**config.mk**
```make
export PLATFORM = sky130hd
export DESIGN_NAME = slow_data_text_assembler_unit
export DESIGN_NICKNAME = d
export VERILOG_FILES = /design/src/sv/sdta_pkg.sv /design/src/sv/sdta_store.sv /design/src/sv/sdta_ctrl.sv /design/src/sv/slow_data_text_assembler_unit.sv
export SDC_FILE = /design/constraint.sdc
export NUM_CORES = 1
export LEC_CHECK = 0
export ABC_AREA = 1
export BUFFER_PORTS_ARGS = -buffer_cell sky130_fd_sc_hd__buf_2
export CELL_PAD_IN_SITES_DETAIL_PLACEMENT = 0
export CELL_PAD_IN_SITES_GLOBAL_PLACEMENT = 2
export CORE_MARGIN = 4
export CORE_UTILIZATION = 42
export DETAILED_ROUTE_END_ITERATION = 6
export PLACE_DENSITY = 0.88
export SYNTH_ARGS = -nofsm -noshare
export SYNTH_HDL_FRONTEND = slang
export SYNTH_HIERARCHICAL = 1
export SYNTH_SLANG_ARGS = --single-unit
```
**constraint.sdc**
```tcl
create_clock -name clk -period 4 [get_ports clk]
set_input_delay 1.2 -clock clk [delete_from_list [all_inputs] [get_ports clk]]
set_output_delay 1.2 -clock clk [all_outputs]
set_load 0.02 [all_outputs]
```
**src/sv/sdta_pkg.sv**
```systemverilog
// ----------------------------------------------------------------------------
// sdta_pkg
// Shared types and constants for the slow-data text assembler.
// ----------------------------------------------------------------------------
`default_nettype none

package sdta_pkg;

  localparam int unsigned TEXT_LEN   = 20;
  localparam int unsigned BLK_CHARS  = 5;
  localparam int unsigned CHAR_W     = 7;
  localparam int unsigned ADDR_W     = 5;
  localparam int unsigned KEY_W      = 24;

  localparam logic [KEY_W-1:0]    KEY_RESET = 24'h704F93;
  localparam logic [TEXT_LEN-1:0] FULL_MASK = 20'hFFFFF;
  localparam logic [3:0]          TEXT_TYPE = 4'h4;
  localparam logic [ADDR_W-1:0]   LAST_IDX  = 5'd19;
  localparam logic [ADDR_W-1:0]   END_CNT   = 5'd20;
  localparam logic [2:0]          LAST_WR   = 3'd4;

  typedef struct packed {
    logic [7:0] byte0_in;
    logic [7:0] byte1_in;
    logic [7:0] byte2_in;
    logic       is_sync;
    logic       clear_all;
  } in_word_t;

  typedef struct packed {
    logic [CHAR_W-1:0] text_char;
    logic [ADDR_W-1:0] char_index;
    logic              last_char;
  } out_word_t;

  typedef struct packed {
    logic              en;
    logic [ADDR_W-1:0] addr;
    logic [CHAR_W-1:0] data;
  } mem_wr_t;

  typedef struct packed {
    logic              en;
    logic [ADDR_W-1:0] addr;
  } mem_rd_t;

  typedef struct packed {
    logic              load;
    logic [ADDR_W-1:0] index;
    logic              last;
  } emit_t;

  typedef enum logic [2:0] {
    ST_IDLE  = 3'b001,
    ST_WRITE = 3'b010,
    ST_EMIT  = 3'b100
  } state_t;

endpackage

`default_nettype wire

```
**src/sv/sdta_store.sv**
```systemverilog
// ----------------------------------------------------------------------------
// sdta_store
// Twenty-entry character memory, one write and one registered read port.
// ----------------------------------------------------------------------------
`default_nettype none

module sdta_store (
  input  wire logic                               clk,
  input  wire sdta_pkg::mem_wr_t                  wr,
  input  wire sdta_pkg::mem_rd_t                  rd,
  output logic [sdta_pkg::CHAR_W-1:0]             rd_data
);
  import sdta_pkg::*;

  logic [CHAR_W-1:0] mem [TEXT_LEN];
  logic [CHAR_W-1:0] rd_data_r;

  always_ff @(posedge clk) begin
    if (wr.en) begin
      mem[wr.addr] <= wr.data;
    end
  end

  always_ff @(posedge clk) begin
    if (rd.en) begin
      rd_data_r <= mem[rd.addr];
    end
  end

  assign rd_data = rd_data_r;

endmodule

`default_nettype wire

```
**src/sv/sdta_ctrl.sv**
```systemverilog
// ----------------------------------------------------------------------------
// sdta_ctrl
// Descrambling, frame pairing, fill tracking and memory sequencing.
// ----------------------------------------------------------------------------
`default_nettype none

module sdta_ctrl (
  input  wire logic                         clk,
  input  wire logic                         rst_n,
  input  wire logic                         in_valid,
  input  wire sdta_pkg::in_word_t           in_word,
  output logic                              in_stall,
  input  wire logic                         cfg_wr_en,
  input  wire logic [sdta_pkg::KEY_W-1:0]   cfg_wr_data,
  input  wire logic                         out_free,
  output sdta_pkg::mem_wr_t                 mem_wr,
  output sdta_pkg::mem_rd_t                 mem_rd,
  output sdta_pkg::emit_t                   emit
);
  import sdta_pkg::*;

  state_t                        state_r, state_nxt;
  logic [KEY_W-1:0]              key_r, key_nxt;
  logic                          second_r, second_nxt;
  logic [KEY_W-1:0]              first_r, first_nxt;
  logic [BLK_CHARS*CHAR_W-1:0]   chars_r, chars_nxt;
  logic [ADDR_W-1:0]             wr_addr_r, wr_addr_nxt;
  logic [2:0]                    wr_cnt_r, wr_cnt_nxt;
  logic [TEXT_LEN-1:0]           mask_r, mask_nxt;
  logic [ADDR_W-1:0]             rd_cnt_r, rd_cnt_nxt;
  logic                          pend_r, pend_nxt;
  logic [ADDR_W-1:0]             pend_idx_r, pend_idx_nxt;

  logic              accept;
  logic [KEY_W-1:0]  word;
  logic [7:0]        hdr;
  logic [ADDR_W-1:0] base;
  logic              issue;
  logic              load;

  assign accept = in_valid && (state_r == ST_IDLE);
  assign word   = {in_word.byte0_in, in_word.byte1_in, in_word.byte2_in} ^ key_r;
  assign hdr    = first_r[23:16];
  assign base   = {1'b0, hdr[1:0], 2'b00} + {3'b000, hdr[1:0]};
  assign issue  = (state_r == ST_EMIT) && (rd_cnt_r != END_CNT) && (!pend_r || out_free);
  assign load   = (state_r == ST_EMIT) && pend_r && out_free;

  always_comb begin
    state_nxt    = state_r;
    key_nxt      = cfg_wr_en ? cfg_wr_data : key_r;
    second_nxt   = second_r;
    first_nxt    = first_r;
    chars_nxt    = chars_r;
    wr_addr_nxt  = wr_addr_r;
    wr_cnt_nxt   = wr_cnt_r;
    mask_nxt     = mask_r;
    rd_cnt_nxt   = rd_cnt_r;
    pend_nxt     = pend_r;
    pend_idx_nxt = pend_idx_r;
    case (state_r)
      ST_IDLE: begin
        if (accept) begin
          if (in_word.clear_all) begin
            mask_nxt   = '0;
            second_nxt = 1'b0;
          end else if (in_word.is_sync) begin
            second_nxt = 1'b0;
          end else if (!second_r) begin
            first_nxt  = word;
            second_nxt = 1'b1;
          end else begin
            second_nxt = 1'b0;
            if ((hdr[7:4] == TEXT_TYPE) && (hdr[3:2] == 2'b00)) begin
              chars_nxt   = {word[6:0], word[14:8], word[22:16],
                             first_r[6:0], first_r[14:8]};
              wr_addr_nxt = base;
              wr_cnt_nxt  = '0;
              mask_nxt    = mask_r | (TEXT_LEN'(5'b11111) << base);
              state_nxt   = ST_WRITE;
            end
          end
        end
      end
      ST_WRITE: begin
        chars_nxt   = chars_r >> CHAR_W;
        wr_addr_nxt = wr_addr_r + 5'd1;
        wr_cnt_nxt  = wr_cnt_r + 3'd1;
        if (wr_cnt_r == LAST_WR) begin
          if (mask_r == FULL_MASK) begin
            mask_nxt   = '0;
            rd_cnt_nxt = '0;
            pend_nxt   = 1'b0;
            state_nxt  = ST_EMIT;
          end else begin
            state_nxt = ST_IDLE;
          end
        end
      end
      ST_EMIT: begin
        if (issue) begin
          pend_nxt     = 1'b1;
          pend_idx_nxt = rd_cnt_r;
          rd_cnt_nxt   = rd_cnt_r + 5'd1;
        end else if (load) begin
          pend_nxt = 1'b0;
        end
        if (load && (pend_idx_r == LAST_IDX)) begin
          state_nxt = ST_IDLE;
        end
      end
      default: begin
        state_nxt = ST_IDLE;
      end
    endcase
  end

  always_ff @(posedge clk) begin
    if (!rst_n) begin
      state_r  <= ST_IDLE;
      key_r    <= KEY_RESET;
      second_r <= 1'b0;
      first_r  <= '0;
      mask_r   <= '0;
      rd_cnt_r <= '0;
      pend_r   <= 1'b0;
      wr_cnt_r <= '0;
    end else begin
      state_r  <= state_nxt;
      key_r    <= key_nxt;
      second_r <= second_nxt;
      first_r  <= first_nxt;
      mask_r   <= mask_nxt;
      rd_cnt_r <= rd_cnt_nxt;
      pend_r   <= pend_nxt;
      wr_cnt_r <= wr_cnt_nxt;
    end
  end

  always_ff @(posedge clk) begin
    chars_r    <= chars_nxt;
    wr_addr_r  <= wr_addr_nxt;
    pend_idx_r <= pend_idx_nxt;
  end

  assign in_stall    = (state_r != ST_IDLE);
  assign mem_wr.en   = (state_r == ST_WRITE);
  assign mem_wr.addr = wr_addr_r;
  assign mem_wr.data = chars_r[CHAR_W-1:0];
  assign mem_rd.en   = issue;
  assign mem_rd.addr = rd_cnt_r;
  assign emit.load   = load;
  assign emit.index  = pend_idx_r;
  assign emit.last   = (pend_idx_r == LAST_IDX);

endmodule

`default_nettype wire

```
**src/sv/slow_data_text_assembler_unit.sv**
```systemverilog
// ----------------------------------------------------------------------------
// slow_data_text_assembler_unit
// Assembles 20-character slow-data text messages from voice-frame bytes.
//
// The input channel takes one word per voice frame: three scrambled bytes
// plus sync and clear flags. The result channel gives one word per character
// of a completed message, with its index and a flag on the last one. The
// scrambler key must be written through cfg_wr_en and cfg_wr_data only
// while idle; this binds the user, as the block does not enforce it. A
// completed text block is accepted and then its five characters are
// written into the store memory, one per cycle through its single write
// port. When that block fills the message, the message is read from the
// store and loaded into the output register, one character per cycle
// while the result channel is not stalled; no frame is taken until the
// last character sits in the output register. A stall on the result
// channel holds the current word and pauses the memory reads; no
// character is lost. Synchronous reset returns the key to its default,
// clears the pairing phase and fill mask and empties the output register.
// ----------------------------------------------------------------------------
`default_nettype none

module slow_data_text_assembler_unit (
  input  wire logic                         clk,
  input  wire logic                         rst_n,
  input  wire logic                         in_valid,
  input  wire sdta_pkg::in_word_t           in_word,
  output logic                              in_stall,
  output logic                              out_valid,
  output sdta_pkg::out_word_t               out_word,
  input  wire logic                         out_stall,
  input  wire logic                         cfg_wr_en,
  input  wire logic [sdta_pkg::KEY_W-1:0]   cfg_wr_data
);
  import sdta_pkg::*;

  mem_wr_t           mem_wr;
  mem_rd_t           mem_rd;
  emit_t             emit;
  logic [CHAR_W-1:0] rd_data;
  logic              out_free;
  logic              out_valid_r;
  out_word_t         out_word_r;

  assign out_free = !out_valid_r || !out_stall;

  sdta_ctrl u_ctrl (
    .clk         (clk),
    .rst_n       (rst_n),
    .in_valid    (in_valid),
    .in_word     (in_word),
    .in_stall    (in_stall),
    .cfg_wr_en   (cfg_wr_en),
    .cfg_wr_data (cfg_wr_data),
    .out_free    (out_free),
    .mem_wr      (mem_wr),
    .mem_rd      (mem_rd),
    .emit        (emit)
  );

  sdta_store u_store (
    .clk     (clk),
    .wr      (mem_wr),
    .rd      (mem_rd),
    .rd_data (rd_data)
  );

  always_ff @(posedge clk) begin
    if (!rst_n) begin
      out_valid_r <= 1'b0;
    end else if (emit.load) begin
      out_valid_r <= 1'b1;
    end else if (!out_stall) begin
      out_valid_r <= 1'b0;
    end
  end

  always_ff @(posedge clk) begin
    if (emit.load) begin
      out_word_r.text_char  <= rd_data;
      out_word_r.char_index <= emit.index;
      out_word_r.last_char  <= emit.last;
    end
  end

  assign out_valid = out_valid_r;
  assign out_word  = out_word_r;

endmodule

`default_nettype wire

```
# --- Word-level counts from Yosys, hierarchy flattened ---
# Memories as Yosys holds them, arrays and structs flattened. A register that Yosys moved wholly into a read port is not among the register bits.
# Cells that the tools add are included.
totals:
  register_bits: 140
  ramBits: 140
  inputBits: 55
  output_inout_bits: 15
  memories: 1
op_classes:
  n_addsub: 4
  n_eq_ne: 23
  shifts: 1
  muxes: 51
  n_bitwise: 5
  reduce_logical: 23
memory_table:
  columns: ["memory", "depth", "word_bits", "rd", "rd_ports_with_merged_regs", "wr", "line_no", "rtl"]
  rows:
  - ["u_store.mem", 20, 7, 1, 1, 1, "sdta_store.sv:15", "logic [CHAR_W-1:0] mem [TEXT_LEN];"]
op_table:
  columns: ["operator", "count"]
  rows:
  - ["35-bit 2-to-1 mux", 5]
  - ["20-bit 2-to-1 mux", 7]
  - ["35-bit case mux with 2 select lines", 1]
  - ["5-bit 2-to-1 mux", 8]
  - ["20-bit case mux with 2 select lines", 1]
  - ["3-bit 2-to-1 mux", 13]
  - ["24-bit XOR", 1]
  - ["20-bit == test (second input constant)", 1]
  - ["20-bit OR", 1]
  - ["5-bit case mux with 2 select lines", 2]
  - ["5-bit by 5-bit << shifter with 20-bit output (first input constant)", 1]
  - ["7-bit AND reduction", 2]
  - ["2-bit by 1-bit inequality test with 1-bit output (second input constant)", 6]
  - ["1-bit 2-to-1 mux", 11]
  - ["5-bit by 1-bit adder with 5-bit output (second input constant)", 2]
  - ["3-bit case mux with 3 select lines", 1]
  - ["2-bit inequality test (second input constant)", 4]
  - ["4-bit AND reduction", 2]
  - ["1-bit logical AND", 7]
  - ["3-bit == test (second input constant)", 2]
  - ["3-bit by 1-bit inequality test with 1-bit output (second input constant)", 2]
  - ["3-bit inequality test (second input constant)", 2]
  - ["3-bit case mux with 2 select lines", 1]
  - ["6-bit AND reduction", 1]
  - ["other kinds (16)", 23]

# --- Logic depth before layout (Yosys ltp) ---
logic_depth:
  ltp_word: 9
  mapped_depth: 11
  depth_no_buf: 10

# --- Cells and area by module ---
# Netlist, hierarchy kept.
by_module_without_submodules:
  columns: ["module", "n_inst", "cells_per_inst", "area_each_um2"]
  rows:
  - ["sdta_store", 1, 499, 5995.8]
  - ["sdta_ctrl", 1, 682, 5496.5]
  - ["slow_data_text_assembler_unit", 1, 18, 432.9]

# --- Worst setup path before layout ---
# No wires, ideal clock.
synth_path:
  kind: "input to register"
  startpoint: "input in_word[0] (netlist bit)"
  endpoint: "register u_ctrl.chars_r[0], enable pin"
  setup_time_ps: 395
  arrival_time_ps: 2414
  path_slack_ps: 1192
  path_stages: 7
  cell_sequence: "inv_1 > nand4_1 > nand2_1 > nand2_1 > inv_1 > nand2_1 > inv_1"
synth_between:
  elab_chain_cells: 2
synth_rtl:
  columns: ["item", "line_no", "rtl"]
  rows:
  - ["start, declared", "slow_data_text_assembler_unit.sv:26", "input wire sdta_pkg::in_word_t in_word,"]
  - ["2-bit inequality test (no line)", null, null]
  - ["6-bit AND reduction (no line)", null, null]
  - ["end signal, assigned", "sdta_ctrl.sv:140", "chars_r <= chars_nxt;"]
  - ["end, declared", "sdta_ctrl.sv:26", "logic [BLK_CHARS*CHAR_W-1:0] chars_r, chars_nxt;"]
# No other way between the ends.
# A chain may end at the register's enable or synchronous reset.

==> out/results.ini <==
[hold_path]
hold_class = flip-flop to flip-flop

[global_routing]
grt_pass1_wl_um = 42300
antenna_found_initial = 0
grt_pass1_vias = 7911
track_usage = 0.168
grt_max_degree = 71
overflow = 0

[placement]
place.gp.congestion = 0.729
io_buffers = 65
place_inst = 1584
dp_hpwl_um = 15900

[synth]
synth_top_area_cell = edfxtp_1
synth_top_cells_by_area = edfxtp_1 (52%), dfxtp_1 (13%), nand2_1 (11%), nand3_1 (4.9%), nor2_1 (3.7%)
ys_ff_latch = 283
syn_area_per_cell_um2 = 9.95
synth_nets = 1259
synthAdderAreaFrac = 0.00525
syn_area_mm2 = 0.0119
synthXorXnorAreaFrac = 0.0198
synthMuxAreaShare = 0
yosysWarnings = 6
synthCells = 1199
synth_top_area_frac = 0.516
synthSimpleGateAreaFrac = 0.219
yosysUniqueCellTypes = 31
seq_area_frac_synth = 0.647
synth_top_family_by_area = simple AND/OR/NAND/NOR gates
synth-compound-area-share = 0.0552

[timing]
skew_ps = 6.59
slew_viol_final = 0
rsz0062_at_grt = no
hold_viol = 0
finalSetupTns_ps = 0
worst_pin_slew_ps = 838
period_minus_slack_ps = 2720
fin_crit_sh = 0.680
finalSetupViolations = 0
max_freq_mhz = 368
slew_headroom = 0.439

[worst_setup_path]
cp-start-kind = flip-flop
critical_path_class = flip-flop to flip-flop
cp-end-kind = flip-flop
crit_required_ps = 4170
path_max_fanout = 65
crit_arrival_ps = 2890

[flow_run]
cap_violations = 0

[pwr]
seq_power_share = 0.522
pwr-share-clk = 0.448
powerDensity_mw_per_mm2 = 453
p_int_w = 0.00484
p_sw_frac = 0.202
ir_worst_vdd_v = 0.000285
total_power_w = 0.00607
p_leak_nw = 5.19
netSwitchingPower_w = 0.00122
pwr-share-comb = 0.030

[route]
drt_iter0_drc = 528
ant_nets = 0
vias_per_cell = 4.99
drc = 0
wl_um = 26100
routedWlPerCell_um = 15.9
num_vias = 8193
dr.pass1.iters = 5

[cts]
htree_num_levels = 1
cts_resized = 0
clk_path_buf_depth = 3
cts_root_buf = clkbuf_16
numCtsBuffers = 31
cts.sinks = 283
clk_latency_ps = 550
clk_pin_slew_ps = 60
cts_tree = yes
hold_buffers = 0
post-cts-setup-buffer-count = 0

[layout]
diodes = 0
area_growth_pct = 12.3
nets = 1299
fin_cells = 1641
drive_gt1_frac = 0.106
fill_cells = 2652

[die]
ios = 70
die_w_um = 177
die_h_um = 177
rows = 61
initial_core_util = 0.427
core_area_mm2 = 0.0279
die-area_mm2 = 0.0312

[run_status]
outcome = finished, final reports clean

worst max-delay path, stage by stage, from the launching register on:
cell and delay, ps:
dfxtp_1 360, nor3_4 210, buf_4 590, nand3_1 410
nor2_1 750
cell type report:
class,instances,area [um2],share of cell area
inverters,56,218,0.0163
clock buffers,40,820,0.0612
clock inverters,17,154,0.0115
multi-input cells,787,3570,0.267
flip-flops and latches,283,7720,0.576
repair buffers,80,438,0.0327
well taps,378,473,0.0353
cell usage in the layout, fill, tap and decap left out, drive strengths merged:
cell	Yosys	layout
dfxtp	78	78
o21bai	1	1
nor4	1	1
clkbuf	28	40
o21ai	73	73
inv	56	57
nand4	31	31
nand3	118	118
clkinv	0	13
ha	5	5
xnor2	1	1
bufinv	0	3
nor3	3	3
a211oi	1	1
edfxtp	205	205
nor2	118	118
o22ai	7	7
a21oi	46	46
buf	45	80
xor2	26	26
or2	1	1
nand2	355	355
logic make-up after synthesis:
logic type / count (synthesis)
and+or+nand+nor: 627
AOI/OAI and AO/OA: 128
buffers and inverters: 129
xor gates and xnor gates: 27
DFF: 283
adders and majority gates: 5
metal layers:
metal  wire length [um]  track usage
met2              12300        0.278
met5                  0            0
met3               1080       0.0236
met4                546       0.0419
met1              12200        0.235
through the flow:
stage	hold WS (ps)	setup WS [ps]	utilization	area, um2
4_1_cts	419	1240	0.479	13400
3_3_place_gp	404	1030	0.445	12400
5_1_grt	425	1080	0.479	13400
6_report	418	1280	0.479	13400
3_5_place_dp	405	1020	0.445	12400
2_1_floorplan	400	1190	-	11900
sequential cells by signal, summed over array words and instances, names as in the netlist, 7 cells and up:
signal	flops
u_ctrl/chars_r	35
out_word	13
u_store/mem	140
u_ctrl/mask_r	20
u_store/rd_data	7
u_ctrl/key_r	22
u_ctrl/first_r	22
power by group through the flow:
stage | sequential (W) | combinational (W) | clock, W
6_report | 0.00317 | 0.000184 | 0.00272
5_1_grt | 0.00317 | 0.000214 | 0.00291
4_1_cts | 0.00317 | 0.000186 | 0.00279
3_5_place_dp | 0.00323 | 0.000185 | 0
3_3_place_gp | 0.00323 | 0.000184 | 0
2_1_floorplan | 0.00322 | 0.000119 | 0
final timing paths:
| check | depth (start not counted) | slack, ps | end | start |
|---|---|---|---|---|
| worst min register to register | 0 | 420 | out_word[12] | u_store/rd_data[6] |
| worst max-delay path | 4 | 1280 | u_store/mem[17][3] | u_ctrl/state_r[0] |
| worst max register to register | 4 | 1280 | u_store/mem[17][3] | u_ctrl/state_r[0] |
| worst min-delay path | 0 | 420 | out_word[12] | u_store/rd_data[6] |
synthesized netlist by cell type:
cell        n
nor3_1      1
inv_4       1
inv_1      51
a211oi_1    1
clkbuf_1   28
buf_2      19
dfxtp_1    78
o21bai_1    1
inv_2       3
nor4_1      1
nor3_4      1
o21ai_0    68
buf_6       7
a21oi_2     1
nor2_1    118
o22ai_1     7
nand4_1    31
nand2_1   354
o21ai_1     5
ha_1        5
edfxtp_1  205
nand2_2     1
nand3_2     1
xor2_1     26
buf_4      19
nand3_1   117
a21oi_1    45
or2_2       1
nor3_2      1
inv_6       1
xnor2_1     1
Note: power is estimated with default switching activity, not from simulation.
